`src/bocbw_pkg.sv`:
```
// ----------------------------------------------------------------------------
// bocbw_pkg: shared definitions for the bulk-only wrapper engine
// Constants, signature bytes, result structs and the status-byte selector.
// ----------------------------------------------------------------------------
`default_nettype none

package bocbw_pkg;

    // Wrapper geometry.
    localparam int CBW_LENGTH = 31;
    localparam int CDB_BYTES  = 16;
    localparam int CSW_BYTES  = 13;
    localparam int COUNT_MAX  = 32;

    localparam logic [7:0] LUN_MASK = 8'h0F;

    // Byte positions inside the command wrapper.
    localparam logic [5:0] POS_TAG    = 6'd4;
    localparam logic [5:0] POS_LENGTH = 6'd8;
    localparam logic [5:0] POS_FLAGS  = 6'd12;
    localparam logic [5:0] POS_LUN    = 6'd13;
    localparam logic [5:0] POS_CDB    = 6'd15;

    // Signature of a command wrapper, one byte per position.
    function automatic logic [7:0] cbw_sig_byte(input logic [1:0] idx);
        logic [7:0] b;
        case (idx)
            2'd0:    b = 8'h55;
            2'd1:    b = 8'h53;
            2'd2:    b = 8'h42;
            2'd3:    b = 8'h43;
            default: b = 8'h00;
        endcase
        return b;
    endfunction

    // Byte of the status wrapper at a given position.
    function automatic logic [7:0] csw_byte(input logic [3:0] idx,
                                            input logic [31:0] tag,
                                            input logic [31:0] residue,
                                            input logic [7:0] status);
        logic [7:0] b;
        case (idx)
            4'd0:    b = 8'h55;
            4'd1:    b = 8'h53;
            4'd2:    b = 8'h42;
            4'd3:    b = 8'h53;
            4'd4:    b = tag[7:0];
            4'd5:    b = tag[15:8];
            4'd6:    b = tag[23:16];
            4'd7:    b = tag[31:24];
            4'd8:    b = residue[7:0];
            4'd9:    b = residue[15:8];
            4'd10:   b = residue[23:16];
            4'd11:   b = residue[31:24];
            4'd12:   b = status;
            default: b = 8'h00;
        endcase
        return b;
    endfunction

    // Report from the command parser, valid on the last packet byte.
    typedef struct packed {
        logic        valid;
        logic        good;
        logic [31:0] tag;
        logic [31:0] length;
        logic [7:0]  flags;
        logic [3:0]  lun;
        logic [63:0] cdb_low;
        logic [63:0] cdb_high;
    } cbw_report_t;

    // One result item as held in the output register.
    typedef struct packed {
        logic        kind;
        logic        cbw_good;
        logic        stall_res;
        logic [31:0] tag;
        logic [31:0] transfer_length;
        logic [7:0]  direction;
        logic [3:0]  lun;
        logic [63:0] cdb_low;
        logic [63:0] cdb_high;
        logic [7:0]  tx_byte;
        logic        tx_last;
    } res_item_t;

endpackage

`default_nettype wire

```
`src/bocbw_in_if.sv`:
```
// ----------------------------------------------------------------------------
// bocbw_in_if: input channel of the wrapper engine
// Valid/ready channel carrying packet bytes and send-status requests.
// ----------------------------------------------------------------------------
`default_nettype none

interface bocbw_in_if;
    logic        valid;
    logic        ready;
    logic        mode;
    logic [7:0]  data_byte;
    logic        packet_last;
    logic [7:0]  csw_status;
    logic [31:0] csw_residue;
    logic        csw_abort;

    modport source (
        output valid, mode, data_byte, packet_last, csw_status, csw_residue, csw_abort,
        input  ready
    );

    modport sink (
        input  valid, mode, data_byte, packet_last, csw_status, csw_residue, csw_abort,
        output ready
    );
endinterface

`default_nettype wire

```
`src/bocbw_out_if.sv`:
```
// ----------------------------------------------------------------------------
// bocbw_out_if: result channel of the wrapper engine
// Valid/ready channel carrying wrapper reports and status wrapper bytes.
// ----------------------------------------------------------------------------
`default_nettype none

interface bocbw_out_if;
    logic        valid;
    logic        ready;
    logic        kind;
    logic        cbw_good;
    logic        stall_res;
    logic [31:0] tag;
    logic [31:0] transfer_length;
    logic [7:0]  direction;
    logic [3:0]  lun;
    logic [63:0] cdb_low;
    logic [63:0] cdb_high;
    logic [7:0]  tx_byte;
    logic        tx_last;

    modport source (
        output valid, kind, cbw_good, stall_res, tag, transfer_length, direction, lun,
               cdb_low, cdb_high, tx_byte, tx_last,
        input  ready
    );

    modport sink (
        input  valid, kind, cbw_good, stall_res, tag, transfer_length, direction, lun,
               cdb_low, cdb_high, tx_byte, tx_last,
        output ready
    );
endinterface

`default_nettype wire

```
`src/bocbw_parse.sv`:
```
// ----------------------------------------------------------------------------
// bocbw_parse: command wrapper parser
// Counts packet bytes, checks the signature, captures the wrapper fields and
// reports on the last byte. Keeps the tag of the last good wrapper.
// ----------------------------------------------------------------------------
`default_nettype none

module bocbw_parse (
    input  wire                     clk,
    input  wire                     rst_n,
    input  wire                     take,
    input  wire  [7:0]              data_byte,
    input  wire                     packet_last,
    output bocbw_pkg::cbw_report_t  report,
    output logic [31:0]             saved_tag
);

    logic [5:0]  count_reg;
    logic [5:0]  count_next;
    logic        sig_ok_reg;
    logic        sig_ok_next;
    logic [31:0] tag_cap_reg;
    logic [31:0] tag_cap_next;
    logic [31:0] length_reg;
    logic [31:0] length_next;
    logic [7:0]  flags_reg;
    logic [7:0]  flags_next;
    logic [3:0]  lun_reg;
    logic [3:0]  lun_next;
    logic [31:0] saved_tag_reg;
    logic [7:0]  cmd_reg  [bocbw_pkg::CDB_BYTES];
    logic [7:0]  cmd_next [bocbw_pkg::CDB_BYTES];
    logic        cmd_we;
    logic [3:0]  cmd_idx;
    logic [5:0]  pos;
    logic        good;

    assign pos     = count_reg;
    // Positions 15..30 map onto command bytes 0..15.
    assign cmd_idx = pos[3:0] + 4'd1;
    assign cmd_we  = take && (pos >= bocbw_pkg::POS_CDB)
                     && (pos < 6'(bocbw_pkg::CBW_LENGTH));

    // Field capture and signature check for the current byte.
    always_comb
    begin
        sig_ok_next  = sig_ok_reg;
        tag_cap_next = (pos == 6'd0) ? 32'd0 : tag_cap_reg;
        length_next  = (pos == 6'd0) ? 32'd0 : length_reg;
        flags_next   = (pos == 6'd0) ? 8'd0 : flags_reg;
        lun_next     = (pos == 6'd0) ? 4'd0 : lun_reg;

        if (pos < bocbw_pkg::POS_TAG)
        begin
            if (data_byte != bocbw_pkg::cbw_sig_byte(pos[1:0]))
            begin
                sig_ok_next = 1'b0;
            end
        end
        else if (pos < bocbw_pkg::POS_LENGTH)
        begin
            tag_cap_next[8*pos[1:0] +: 8] = data_byte;
        end
        else if (pos < bocbw_pkg::POS_FLAGS)
        begin
            length_next[8*pos[1:0] +: 8] = data_byte;
        end
        else if (pos == bocbw_pkg::POS_FLAGS)
        begin
            flags_next = data_byte;
        end
        else if (pos == bocbw_pkg::POS_LUN)
        begin
            lun_next = 4'(data_byte & bocbw_pkg::LUN_MASK);
        end

        for (int i = 0; i < bocbw_pkg::CDB_BYTES; i++)
        begin
            cmd_next[i] = (cmd_we && (cmd_idx == 4'(i))) ? data_byte : cmd_reg[i];
        end

        // Saturating byte counter.
        count_next = (count_reg < 6'(bocbw_pkg::COUNT_MAX)) ? count_reg + 6'd1 : count_reg;
    end

    assign good = sig_ok_next && (count_next == 6'(bocbw_pkg::CBW_LENGTH));

    // Report built from the values after this byte.
    always_comb
    begin
        report          = '0;
        report.valid    = take && packet_last;
        report.good     = good;
        if (good)
        begin
            report.tag    = tag_cap_next;
            report.length = length_next;
            report.flags  = flags_next;
            report.lun    = lun_next;
            for (int i = 0; i < 8; i++)
            begin
                report.cdb_low[8*i +: 8]  = cmd_next[i];
                report.cdb_high[8*i +: 8] = cmd_next[i + 8];
            end
        end
    end

    // Control state and captures.
    always_ff @(posedge clk or negedge rst_n)
    begin
        if (!rst_n)
        begin
            count_reg     <= '0;
            sig_ok_reg    <= 1'b1;
            tag_cap_reg   <= '0;
            length_reg    <= '0;
            flags_reg     <= '0;
            lun_reg       <= '0;
            saved_tag_reg <= '0;
        end
        else if (take)
        begin
            tag_cap_reg <= tag_cap_next;
            length_reg  <= length_next;
            flags_reg   <= flags_next;
            lun_reg     <= lun_next;
            if (packet_last)
            begin
                count_reg  <= '0;
                sig_ok_reg <= 1'b1;
                if (good)
                begin
                    saved_tag_reg <= tag_cap_next;
                end
            end
            else
            begin
                count_reg  <= count_next;
                sig_ok_reg <= sig_ok_next;
            end
        end
    end

    // Command byte store, written once per position.
    always_ff @(posedge clk)
    begin
        if (cmd_we)
        begin
            cmd_reg[cmd_idx] <= data_byte;
        end
    end

    assign saved_tag = saved_tag_reg;

endmodule

`default_nettype wire

```
`src/bulk_only_cbw_parse_csw_build.sv`:
```
// ----------------------------------------------------------------------------
// bulk_only_cbw_parse_csw_build: bulk-only command and status wrapper engine
// Parses command wrappers byte by byte and builds the 13-byte status wrapper.
// ----------------------------------------------------------------------------
// Usage:
//   cmd_ch carries requests. With mode 0 a request is one bulk-out packet
//   byte; the byte marked packet_last yields one report on rsp_ch telling
//   whether the packet was a good 31-byte command wrapper, with its fields,
//   or a stall request for a bad one. With mode 1 a request asks for the
//   status wrapper: if a good wrapper is pending and abort is clear, 13
//   status bytes follow on rsp_ch, the last one marked by tx_last.
//   Packet bytes are taken one per cycle while cmd_ch.ready is high; a
//   report appears in the output register in the cycle after its last byte
//   is accepted. A status request occupies the block: cmd_ch.ready stays
//   low while the byte counter of the status serializer walks the wrapper.
//   The single output register lets a new request in while a result waits,
//   as long as rsp_ch.ready takes it in the same cycle; when the receiver
//   stalls, the result holds and cmd_ch.ready drops.
//   Reset clears the byte counter, pending flag, captures and output valid.
// ----------------------------------------------------------------------------
`default_nettype none

module bulk_only_cbw_parse_csw_build (
    input  wire        clk,
    input  wire        rst_n,
    bocbw_in_if.sink   cmd_ch,
    bocbw_out_if.source rsp_ch
);

    bocbw_pkg::cbw_report_t report;
    bocbw_pkg::res_item_t   out_reg;
    bocbw_pkg::res_item_t   out_next;

    logic        out_valid_reg;
    logic        out_valid_next;
    logic        out_free;
    logic        accept;
    logic        take_byte;
    logic        start_csw;
    logic        pending_reg;
    logic        pending_next;
    logic        burst_reg;
    logic        burst_next;
    logic [3:0]  idx_reg;
    logic [3:0]  idx_next;
    logic [31:0] b_tag_reg;
    logic [31:0] b_res_reg;
    logic [7:0]  b_status_reg;
    logic [31:0] saved_tag;

    assign out_free     = !out_valid_reg || rsp_ch.ready;
    assign cmd_ch.ready = !burst_reg && out_free;
    assign accept       = cmd_ch.valid && cmd_ch.ready;
    assign take_byte    = accept && !cmd_ch.mode;
    assign start_csw    = accept && cmd_ch.mode && !cmd_ch.csw_abort && pending_reg;

    bocbw_parse u_parse (
        .clk         (clk),
        .rst_n       (rst_n),
        .take        (take_byte),
        .data_byte   (cmd_ch.data_byte),
        .packet_last (cmd_ch.packet_last),
        .report      (report),
        .saved_tag   (saved_tag)
    );

    // Pending status: armed by a good wrapper, dropped by any status request.
    always_comb
    begin
        pending_next = pending_reg;
        if (accept && cmd_ch.mode)
        begin
            pending_next = 1'b0;
        end
        else if (report.valid && report.good)
        begin
            pending_next = 1'b1;
        end
    end

    // Output register load and status serializer.
    always_comb
    begin
        out_next       = out_reg;
        out_valid_next = out_valid_reg;
        burst_next     = burst_reg;
        idx_next       = idx_reg;
        if (out_free)
        begin
            out_valid_next = 1'b0;
            if (burst_reg)
            begin
                out_next         = '0;
                out_next.kind    = 1'b1;
                out_next.tx_byte = bocbw_pkg::csw_byte(idx_reg, b_tag_reg, b_res_reg,
                                                       b_status_reg);
                out_next.tx_last = (idx_reg == 4'(bocbw_pkg::CSW_BYTES - 1));
                out_valid_next   = 1'b1;
                idx_next         = idx_reg + 4'd1;
                burst_next       = !out_next.tx_last;
            end
            else if (report.valid)
            begin
                out_next                 = '0;
                out_next.cbw_good        = report.good;
                out_next.stall_res       = !report.good;
                out_next.tag             = report.tag;
                out_next.transfer_length = report.length;
                out_next.direction       = report.flags;
                out_next.lun             = report.lun;
                out_next.cdb_low         = report.cdb_low;
                out_next.cdb_high        = report.cdb_high;
                out_valid_next           = 1'b1;
            end
            else if (start_csw)
            begin
                out_next         = '0;
                out_next.kind    = 1'b1;
                out_next.tx_byte = bocbw_pkg::csw_byte(4'd0, saved_tag, cmd_ch.csw_residue,
                                                       cmd_ch.csw_status);
                out_valid_next   = 1'b1;
                idx_next         = 4'd1;
                burst_next       = 1'b1;
            end
        end
    end

    // Control state.
    always_ff @(posedge clk or negedge rst_n)
    begin
        if (!rst_n)
        begin
            out_valid_reg <= 1'b0;
            pending_reg   <= 1'b0;
            burst_reg     <= 1'b0;
            idx_reg       <= '0;
        end
        else
        begin
            out_valid_reg <= out_valid_next;
            pending_reg   <= pending_next;
            burst_reg     <= burst_next;
            idx_reg       <= idx_next;
        end
    end

    // Payload registers.
    always_ff @(posedge clk)
    begin
        out_reg <= out_next;
        if (start_csw)
        begin
            b_tag_reg    <= saved_tag;
            b_res_reg    <= cmd_ch.csw_residue;
            b_status_reg <= cmd_ch.csw_status;
        end
    end

    assign rsp_ch.valid           = out_valid_reg;
    assign rsp_ch.kind            = out_reg.kind;
    assign rsp_ch.cbw_good        = out_reg.cbw_good;
    assign rsp_ch.stall_res       = out_reg.stall_res;
    assign rsp_ch.tag             = out_reg.tag;
    assign rsp_ch.transfer_length = out_reg.transfer_length;
    assign rsp_ch.direction       = out_reg.direction;
    assign rsp_ch.lun             = out_reg.lun;
    assign rsp_ch.cdb_low         = out_reg.cdb_low;
    assign rsp_ch.cdb_high        = out_reg.cdb_high;
    assign rsp_ch.tx_byte         = out_reg.tx_byte;
    assign rsp_ch.tx_last         = out_reg.tx_last;

endmodule

`default_nettype wire

```
`src/flat_wrapper.sv`:
```
// flat-port wrapper written by rule: the top's interface ports become plain ports
module bulk_only_cbw_parse_csw_build_flat 
  (clk, rst_n, cmd_ch_valid, cmd_ch_mode, cmd_ch_data_byte, cmd_ch_packet_last, cmd_ch_csw_status, cmd_ch_csw_residue, cmd_ch_csw_abort, cmd_ch_ready, rsp_ch_valid, rsp_ch_kind, rsp_ch_cbw_good, rsp_ch_stall_res, rsp_ch_tag, rsp_ch_transfer_length, rsp_ch_direction, rsp_ch_lun, rsp_ch_cdb_low, rsp_ch_cdb_high, rsp_ch_tx_byte, rsp_ch_tx_last, rsp_ch_ready);
  bocbw_in_if cmd_ch_i ();
  bocbw_out_if rsp_ch_i ();
  input  wire clk;
  input  wire rst_n;
  input wire logic [$bits(cmd_ch_i.valid)-1:0] cmd_ch_valid;
  input wire logic [$bits(cmd_ch_i.mode)-1:0] cmd_ch_mode;
  input wire logic [$bits(cmd_ch_i.data_byte)-1:0] cmd_ch_data_byte;
  input wire logic [$bits(cmd_ch_i.packet_last)-1:0] cmd_ch_packet_last;
  input wire logic [$bits(cmd_ch_i.csw_status)-1:0] cmd_ch_csw_status;
  input wire logic [$bits(cmd_ch_i.csw_residue)-1:0] cmd_ch_csw_residue;
  input wire logic [$bits(cmd_ch_i.csw_abort)-1:0] cmd_ch_csw_abort;
  output wire logic [$bits(cmd_ch_i.ready)-1:0] cmd_ch_ready;
  output wire logic [$bits(rsp_ch_i.valid)-1:0] rsp_ch_valid;
  output wire logic [$bits(rsp_ch_i.kind)-1:0] rsp_ch_kind;
  output wire logic [$bits(rsp_ch_i.cbw_good)-1:0] rsp_ch_cbw_good;
  output wire logic [$bits(rsp_ch_i.stall_res)-1:0] rsp_ch_stall_res;
  output wire logic [$bits(rsp_ch_i.tag)-1:0] rsp_ch_tag;
  output wire logic [$bits(rsp_ch_i.transfer_length)-1:0] rsp_ch_transfer_length;
  output wire logic [$bits(rsp_ch_i.direction)-1:0] rsp_ch_direction;
  output wire logic [$bits(rsp_ch_i.lun)-1:0] rsp_ch_lun;
  output wire logic [$bits(rsp_ch_i.cdb_low)-1:0] rsp_ch_cdb_low;
  output wire logic [$bits(rsp_ch_i.cdb_high)-1:0] rsp_ch_cdb_high;
  output wire logic [$bits(rsp_ch_i.tx_byte)-1:0] rsp_ch_tx_byte;
  output wire logic [$bits(rsp_ch_i.tx_last)-1:0] rsp_ch_tx_last;
  input wire logic [$bits(rsp_ch_i.ready)-1:0] rsp_ch_ready;
  assign cmd_ch_i.valid = cmd_ch_valid;
  assign cmd_ch_i.mode = cmd_ch_mode;
  assign cmd_ch_i.data_byte = cmd_ch_data_byte;
  assign cmd_ch_i.packet_last = cmd_ch_packet_last;
  assign cmd_ch_i.csw_status = cmd_ch_csw_status;
  assign cmd_ch_i.csw_residue = cmd_ch_csw_residue;
  assign cmd_ch_i.csw_abort = cmd_ch_csw_abort;
  assign cmd_ch_ready = cmd_ch_i.ready;
  assign rsp_ch_valid = rsp_ch_i.valid;
  assign rsp_ch_kind = rsp_ch_i.kind;
  assign rsp_ch_cbw_good = rsp_ch_i.cbw_good;
  assign rsp_ch_stall_res = rsp_ch_i.stall_res;
  assign rsp_ch_tag = rsp_ch_i.tag;
  assign rsp_ch_transfer_length = rsp_ch_i.transfer_length;
  assign rsp_ch_direction = rsp_ch_i.direction;
  assign rsp_ch_lun = rsp_ch_i.lun;
  assign rsp_ch_cdb_low = rsp_ch_i.cdb_low;
  assign rsp_ch_cdb_high = rsp_ch_i.cdb_high;
  assign rsp_ch_tx_byte = rsp_ch_i.tx_byte;
  assign rsp_ch_tx_last = rsp_ch_i.tx_last;
  assign rsp_ch_i.ready = rsp_ch_ready;
  bulk_only_cbw_parse_csw_build u_core (.clk(clk), .rst_n(rst_n), .cmd_ch(cmd_ch_i), .rsp_ch(rsp_ch_i));
endmodule
```
`config.mk`:
```
export PLATFORM = sky130hd
export DESIGN_NAME = bulk_only_cbw_parse_csw_build_flat
export DESIGN_NICKNAME = d
export VERILOG_FILES = /design/src/bocbw_pkg.sv /design/src/bocbw_in_if.sv /design/src/bocbw_out_if.sv /design/src/bocbw_parse.sv /design/src/bulk_only_cbw_parse_csw_build.sv /design/src/flat_wrapper.sv
export SDC_FILE = /design/constraint.sdc
export NUM_CORES = 1
export LEC_CHECK = 0
export BUFFER_PORTS_ARGS = -buffer_cell sky130_fd_sc_hd__buf_2
export CORE_MARGIN = 1.5
export CORE_UTILIZATION = 62
export DETAILED_ROUTE_END_ITERATION = 6
export HOLD_SLACK_MARGIN = 0.15
export PLACE_DENSITY_LB_ADDON = 0.3
export SLEW_MARGIN = 40
export SYNTH_ARGS = -nofsm -noshare
export SYNTH_HDL_FRONTEND = slang
export SYNTH_SLANG_ARGS = --single-unit
```
`constraint.sdc`:
```
create_clock -name clk -period 21.6 [get_ports clk]
set_input_delay 2.16 -clock clk [delete_from_list [all_inputs] [get_ports clk]]
set_output_delay 2.16 -clock clk [all_outputs]
set_load 0.02 [all_outputs]
```
# After elaboration in Yosys (flattened, before gate mapping)
# Memory sizes are Yosys's and may differ from the RTL's.
# Index checks and enable logic that the tools add are counted.
[classes]
add_sub_neg = 4
order_cmp = 6
eq_ne = 35
shift = 2
mux = 60
reduce_logical = 45
[ops]
columns = ["op", "n"]
rows = [
  ["$mux W216", 2],
  ["$mux W32", 7],
  ["$mux W204", 1],
  ["$mux W8", 22],
  ["$pmux W8 S12", 1],
  ["$bwmux W32", 2],
  ["$eq A4 B4 Y1 const B", 13],
  ["$mux W4", 9],
  ["$neg A5 Y34", 1],
  ["$shift A8 B34 Y32 const A", 1],
  ["$shiftx A8 B34 Y32", 1],
  ["$eq A4 B3 Y1 const B", 8],
  ["$pmux W8 S4", 1],
  ["$logic_and A1 B1 Y1", 27],
  ["$eq A4 B2 Y1 const B", 4],
  ["$eq A6 B4 Y1 const B", 2],
  ["$lt A6 B4 Y1 const B", 2],
  ["$mux W1", 12],
  ["$mux W6", 2],
  ["$mux W9", 1],
  ["$add A4 B1 Y4 const B", 2],
  ["$eq A4 B1 Y1 const B", 2],
  ["$logic_not A4 Y1", 2],
  ["$ne A8 B8 Y1", 1],
  ["other kinds (18)", 26],
]
[totals]
reg_bits = 410
mem_bits_rw = 128
out_inout_bits = 218
wordCells = 178
n_memories = 1
[mem_list]
columns = ["name", "depth", "word_bits", "read_ports", "rd_ports_with_merged_regs", "wr", "line", "source"]
rows = [
  ["u_core.u_parse.cmd_reg", 16, 8, 16, 0, 1, "bocbw_parse.sv:31", "logic [7:0] cmd_reg [bocbw_pkg::CDB_BYTES];"],
]

# Logic depth before layout (Yosys ltp)
# Gate-level depths: netlist of the first run.
[logic_depth]
word_depth = 12
depth_mapped = 13
ltp_nobuf = 9

# Modules after synthesis
# From an unflattened synthesis of the first run, not the netlist that was laid out.
[unflattened]
hier_cells = 1706
area_unflattened_um2 = 22902.0
[by_module_without_submodules]
columns = ["mod", "instances", "cells_each", "area_per_inst_um2", "seq_area_each_um2"]
rows = [
  ["bocbw_parse", 1, 1041, 11756.3, 6722.7],
  ["bulk_only_cbw_parse_csw_build", 1, 665, 11145.7, 8823.5],
]

# Least setup slack after synthesis of the first run
# No wires, ideal clock.
[synth_timing]
path_kind = "input to register"
from = "input cmd_ch_valid"
to = "register u_core.out_reg (netlist bit u_core.rsp_ch.cbw_good) (enable)"
t_arrival_ns = 14.943
required_time_ns = 20.807
slack_ns = 5.864
path_stages = 5
cell_sequence = "nand2b_1 > or3b_1 > nor3b_2 > nor3_1 > nor2_1"
[synth_via]
elab_chain_len = 6
word_cells_on_any_way = 8
classes_between = "reduce/logical: 8"
[synth_lines]
columns = ["element", "line", "source"]
rows = [
  ["start, declared", "flat_wrapper.sv:8", "input wire logic [$bits(cmd_ch_i.valid)-1:0] cmd_ch_valid;"],
  ["$logic_and A1 B1 Y1", "bulk_only_cbw_parse_csw_build.sv:53", "assign accept = cmd_ch.valid && cmd_ch.ready;"],
  ["$logic_and A1 B1 Y1 (3 in series)", "bulk_only_cbw_parse_csw_build.sv:55", "assign start_csw = accept && cmd_ch.mode && !cmd_ch.csw_abort && pending_reg;"],
  ["net u_core.start_csw", "bulk_only_cbw_parse_csw_build.sv:39", "logic start_csw;"],
  ["$reduce_bool A3 Y1 (no source line)", "-", ""],
  ["$reduce_and A2 Y1 (no source line)", "-", ""],
  ["end signal, assigned", "bulk_only_cbw_parse_csw_build.sv:150", "out_reg <= out_next;"],
  ["end, declared", "bulk_only_cbw_parse_csw_build.sv:31", "bocbw_pkg::res_item_t out_reg;"],
]
# The timed path passes the listed nets, and every way through them passes these cells.
# A chain may end at the register's enable or synchronous reset.

# Worst setup path after layout of the first run
[layout_timing]
from = "input rsp_ch_ready"
to = "output cmd_ch_ready"
[layout_via]
elab_chain_len = 2
[layout_lines]
columns = ["element", "line", "source"]
rows = [
  ["start, declared", "flat_wrapper.sv:28", "input wire logic [$bits(rsp_ch_i.ready)-1:0] rsp_ch_ready;"],
  ["$logic_or A1 B1 Y1", "bulk_only_cbw_parse_csw_build.sv:51", "assign out_free = !out_valid_reg || rsp_ch.ready;"],
  ["$logic_and A1 B1 Y1", "bulk_only_cbw_parse_csw_build.sv:52", "assign cmd_ch.ready = !burst_reg && out_free;"],
  ["end, declared", "flat_wrapper.sv:15", "output wire logic [$bits(cmd_ch_i.ready)-1:0] cmd_ch_ready;"],
]
# Every way passes these cells.

==> qor.yml, run 1 <==
outcome:
  outcome: "completed"
setup_path:
  critPathBufInv: 2
  endpoint_kind: "output pin"
  crit_fanout: 6
  cpMostUsedCell: "buf_2"
  worst-path-stages: 4
  critPathMaxStageDelay_ns: 0.61
  critPathArrivalTime_ns: 3.14
  crit_path_top_delay_cell: "nor2b_1"
  critPathTopFamily: "simple AND/OR/NAND/NOR gates"
  worstSetupPathType: "in -> out"
  required_ns: 19.44
  crit_chain: "buf_2, nor2b_1, nor2_1, buf_2"
  ff2ff_path_depth: 9
  start_kind: "primary input"
synthesis:
  synth_cell_types: 71
  yosys_warnings: 0
  synth_commonest_cells: "edfxtp_1, nor2_1, mux2i_1"
  synth-async-reset-ratio: 0.227
  syn_inst: 1564
  synth_most_common_cell: "edfxtp_1"
  synth.avg_cell_area_sq_um: 14.0
  synth_top_area_share: 0.572
  synth_ff_type: "edfxtp_1"
  synth_top_area_cell: "edfxtp_1"
  ys_ff_latch: 538
  ys_top_cells_by_area: "edfxtp_1, dfrtp_1, mux2i_1"
  syn-num-nets: 1635
  synth-edff-count: 416
  synthesis.area_sq_um: 21800
  yosysSeqAreaShare: 0.712
hold_path:
  min_delay_path_depth: 0
  hold_path_class: "reg -> reg"
global_routing:
  grt_pass1_wl_um: 73700
  grt_use_total: 0.266
  overflow: 0
  grt_max_degree: 167
  use_met2: 0.420
  busiest_layer: "met2"
  met1_usage: 0.382
  grt_pass1_vias: 13100
  grt_util_met3: 0.0471
  antenna_found_initial: 1
power:
  ir_drop_mv: 0.0631
  power_mw: 2.11
  p_leak_nw: 10.6
  p_per_area_nw_per_um2: 83.9
placed_design:
  place_hpwl_um: 29500
  io_buffers: 272
  placed_cell_area_sq_um: 23500
  place_congestion: 0.795
timing:
  worst_slew_pin_slew_ns: 0.827
  fin_worst_skew_ns: 0.0354
  fin_crit_ns: 5.30
  grt_setup_unrepaired: "false"
  period_share: 0.246
  timing.slew.headroom: 0.449
  worst_hold_slack_ns: 0.447
  hold_violations: 0
  tns_ns: 0
  report.final.slew_viol_count: 0
  finalSetupViolCount: 0
  fmax_mhz: 189
clocking:
  cts_sinks: 538
  cts_buffers: 51
  tritoncts: "done"
  clock_latency_ns: 0.58
  clk_path_buf_depth: 3
  post_cts_resized: 0
  post_cts.repair.setup_buffers: 0
  cts_hold_buf: 0
  cts_root_buffer: "clkbuf_16"
  clk_pin_slew_worst_paths_ns: 0.07
  htree_num_levels: 2
floorplanning:
  die-area_sq_um: 36400
  die_h_um: 191
  ios: 273
  rows: 68
  dieWidth_um: 191
  core_region_area_sq_um: 34600
  initial_core_util: 0.631
routing:
  drt-vias-per-instance: 5.97
  drt_iter0_drc: 1362
  drtAntennaViolNets: 0
  drc: 0
  routed_wirelength_um: 48400
  dr.pass1.iters: 6
  wl_per_cell_um: 21.2
  via_count: 13700
cells_and_area:
  fillers: 2210
  final_area_sq_um: 25200
  layout.nets: 1865
  syn_to_final_growth_pct: 15.2
  largest_reg_flops: 128
  drive_gt1_frac: 0.221
job:
  cap_violations: 0
==> report_power, final <==
part / leakage, nW / internal, mW / total, mW / switching, mW
Combinational: 4.49 / 0.0276 / 0.119 / 0.0914
Clock: 0.779 / 0.490 / 0.857 / 0.367
Sequential: 5.30 / 1.12 / 1.13 / 0.00926
Total: 10.6 / 1.64 / 2.11 / 0.468
==> cell families (layout without fill, tap and decap cells) <==
family / count (synthesis) / in the layout / share of synthesized area
flip-flops: 538 / 538 / 0.712
AND/OR/NAND/NOR: 413 / 413 / 0.0856
adder cells (fa/ha/maj): 16 / 16 / 0.00917
multiplexers: 160 / 160 / 0.0733
AO/OA/AOI/OAI: 252 / 252 / 0.0816
other: 0 / 1 / 0
buffers and inverters: 179 / 447 / 0.0356
XOR/XNOR: 6 / 6 / 0.00275
==> area by class of cell <==
type | instances | area [sq um] | area share
well taps | 455 | 569 | 0.0226
diodes | 1 | 2.50 | 0.0000995
repair buffers | 296 | 1630 | 0.0649
clock buffers | 70 | 1400 | 0.0556
flip-flops and latches | 538 | 15500 | 0.618
clock inverters | 21 | 213 | 0.00846
inverters | 60 | 225 | 0.00895
multi-input cells | 847 | 5570 | 0.221
==> cell usage in the layout (no fill, tap or decap), types with 8 or more instances in the layout <==
cell,n
o21ai_0,16
nor2b_1,9
buf_2,271
nor2_1,242
nand3_1,16
mux2i_1,160
ha_1,15
nand4_1,11
a222oi_1,8
a22o_1,18
dfrtp_1,119
a21oi_1,18
o22ai_1,8
inv_1,49
and3_1,10
buf_4,16
o21ai_1,67
inv_2,11
a32oi_1,47
clkbuf_16,52
nand2_1,82
a22oi_1,26
a31oi_1,11
edfxtp_1,416
clkbuf_1,15
==> stage by stage <==
stage               std cells  setup WS, ns   util
global placement         2191         15.49  0.676
CTS                      2287         16.29  0.726
floorplan                1564          5.86      -
detailed placement       2196         15.83  0.679
finish                   2288         16.30  0.726
global route             2288         16.16  0.726
==> per-layer routing <==
layer / wire [um] / part of all wire
met5: 0 / 0
met3: 3560 / 0.073
met1: 20500 / 0.42
met2: 23200 / 0.48
met4: 1120 / 0.023
==> worst paths after layout <==
kind	start	end	slack (ns)
min in group asynchronous	rst_n	u_core.rsp_ch.valid	1.55
min reg2reg	u_core.u_parse.saved_tag[8]	u_core.b_tag_reg[8]	0.45
min	u_core.u_parse.saved_tag[8]	u_core.b_tag_reg[8]	0.45
max reg2reg	u_core.burst_reg	u_core.rsp_ch.cdb_high[13]	17.35
max	rsp_ch_ready	cmd_ch_ready	16.30
max in group asynchronous	rst_n	u_core.idx_reg[2]	18.99
No activity file was read; power rests on OpenSTA's default activity.
==> run 2: changes to the inputs <==
- CORE_UTILIZATION: 62 -> 52
- clock period: 21.6 -> 4.5 ns (I/O delays scaled with it)
==> qor.yml, run 2 (synthesized netlist as in run 1, its figures left out) <==
outcome:
  outcome: "complete, but fails checks"
  violations: "DRC"
routing:
  drt_iter0_drc: 1266  # -7.0%
  wl_per_cell_um: 21.4  # +0.97%
  routed_wirelength_um: 51700  # +6.8%
  drc: 5  # +5
  dr.pass1.iters: 7  # +1
  via_count: 13700  # +0.30%
  drtAntennaViolNets: 0  # unchanged
  drt-vias-per-instance: 5.66  # -5.1%
floorplanning:
  die-area_sq_um: 43200  # +19%
  initial_core_util: 0.531  # -0.0994
  dieWidth_um: 208  # +9.1%
  ios: 273  # unchanged
  core_region_area_sq_um: 41100  # +19%
  rows: 74  # +8.8%
  die_h_um: 208  # +9.1%
timing:
  finalSetupViolCount: 0  # unchanged
  report.final.slew_viol_count: 0  # unchanged
  worst_slew_pin_slew_ns: 0.893  # +0.0663 ns
  fin_crit_ns: 3.57
  worst_slack_ns: 0.925  # -15.37 ns
  grt_setup_unrepaired: "false"
  period_share: 0.794
  hold_violations: 0  # unchanged
  fmax_mhz: 280
  timing.slew.headroom: 0.405  # -0.0442
  fin_worst_skew_ns: 0.0200  # -0.0154 ns
hold_path:
  hold_path_class: "in -> reg"
  min_delay_path_depth: 3  # +3
  min_from: "rsp_ch_ready"
  hold_path_end: "u_core.rsp_ch.valid"
global_routing:
  grt_max_degree: 131  # -22%
  grt_use_total: 0.236  # -0.0296
  grt_pass1_vias: 13400  # +2.7%
  grt_pass1_wl_um: 78400  # +6.5%
  antenna_found_initial: 0  # -1
  overflow: 0  # unchanged
power:
  p_leak_nw: 10.8  # +2.4%
  p_per_area_nw_per_um2: 405  # +380%
  power_mw: 10.5  # +400%
  ir_drop_mv: 0.251  # +300%
setup_path:
  start_kind: "flip-flop"
  critPathMaxStageDelay_ns: 0.51  # -0.10 ns
  critPathArrivalTime_ns: 4.02  # +0.88 ns
  crit_path_top_delay_cell: "nand4_1"
  crit_fanout: 12  # +6
  r2r-start: "u_core.u_parse.count_reg[1]"
  r2r_setup_slack_ns: 0.93  # -16.42 ns
  cpMostUsedCell: "ha_1"
  r2r-end: "u_core.rsp_ch.tag[5]"
  ff2ff_path_depth: 10  # +1
  worstSetupPathType: "reg -> reg"
  endpoint_kind: "flip-flop"
  critPathTopFamily: "simple AND/OR/NAND/NOR gates"
  critPathBufInv: 3  # +1
  required_ns: 4.95  # -14.49 ns
  crit_chain: "inv_1, ha_1, inv_2, ha_1, nand4bb_1, nor4b_1, a32o_1, nand4_1, buf_4, nor2_1"
clocking:
  clk_path_buf_depth: 3  # unchanged
  post_cts_resized: 0  # unchanged
  cts_buffers: 55  # +7.8%
  htree_num_levels: 2  # unchanged
  tritoncts: "done"
  cts_root_buffer: "clkbuf_16"
  cts_sinks: 538  # unchanged
  clock_latency_ns: 0.60  # +0.02 ns
  clk_pin_slew_worst_paths_ns: 0.06  # about the same
cells_and_area:
  antenna_cells: 0  # -1
  layout_commonest_cell: "edfxtp_1"
  syn_to_final_growth_pct: 18.3
  largest_reg_flops: 128  # unchanged
  layout.nets: 1914  # +2.6%
  drive_gt1_frac: 0.223  # +0.00205
  final_cell_mix: "edfxtp_1, buf_2, nor2_1"
placed_design:
  dp_slack_ns: 1.04  # -14.79 ns
  place_hpwl_um: 31300  # +6.0%
  io_buffers: 272  # unchanged
  place_congestion: 0.826  # +3.9%
job:
  cap_violations: 0  # unchanged
## run 2: changes by cell type in the layout (fill, tap and decap cells not counted), moves of 2 or more
cell and delta:
buf_4 +6, clkbuf_1 +3, dlygate4sd3_1 +42, nor2b_1 -3, nor2b_2 +2, buf_16 -2, buf_12 +3, buf_6 -3
clkbuf_16 +5, clkinv_2 +2, clkbuf_8 +2, clkinv_8 -2
## run 2: layer usage
layer,vias up,global-route usage,wire (um)
li1,6317,-,-
met1,6785,0.340,23100
met2,515,0.378,24500
met3,77,0.0325,2860
met4,0,0.0737,1170
met5,-,0,0
## run 2: final cells by class
type                    instances  area [sq um]
clock inverters                21           186
multi-input cells             847          5590
clock buffers                  80          1560
repair buffers                341          2050
well taps                     532           666
flip-flops and latches        538         15500
fillers                      3048         15300
inverters                      60           225
## run 2: tightest hold or removal path, stage by stage
cell and delay (ns):
buf_2 0.11, nand2b_1 0.24, nand2_1 0.08
## run 2: worst max-delay path by stage
stage	start	end	slack [ns]	cells past startpoint
5_1_grt	u_core.u_parse.count_reg[1]	u_core.rsp_ch.tag[3]	0.66	10
3_5_place_dp	u_core.u_parse.count_reg[1]	u_core.rsp_ch.tag[3]	1.04	10
3_3_place_gp	u_core.u_parse.count_reg[1]	u_core.rsp_ch.tag[6]	1.20	10
4_1_cts	u_core.u_parse.count_reg[1]	u_core.rsp_ch.tag[3]	0.98	10
6_report	u_core.u_parse.count_reg[1]	u_core.rsp_ch.tag[5]	0.93	10
2_1_floorplan	u_core.rsp_ch.valid	u_core.rsp_ch.cbw_good	-2.51	5
## run 2: metrics by stage
step	util	hold WS [ns]	area (sq um)	TNS (ns)	std cells
6_report	0.628	0.312	25800	0	2419
5_1_grt	0.628	0.385	25800	0	2419
4_1_cts	0.628	0.293	25800	0	2419
3_5_place_dp	0.575	0.431	23600	0	2276
3_3_place_gp	0.574	0.431	23600	0	2273
2_1_floorplan	-	0.154	21900	-542.18	1564
## run 2: timing repair
item,CTS,global route
setup endpoints to repair,0,0
hold endpoints to repair,84,0
buffers inserted,0,0
hold buffers,42,0
## run 2: where the power goes
part | switching (mW) | internal [mW]
clock | 1.83 | 2.57
sequential | 0.0340 | 5.40
combinational | 0.476 | 0.159
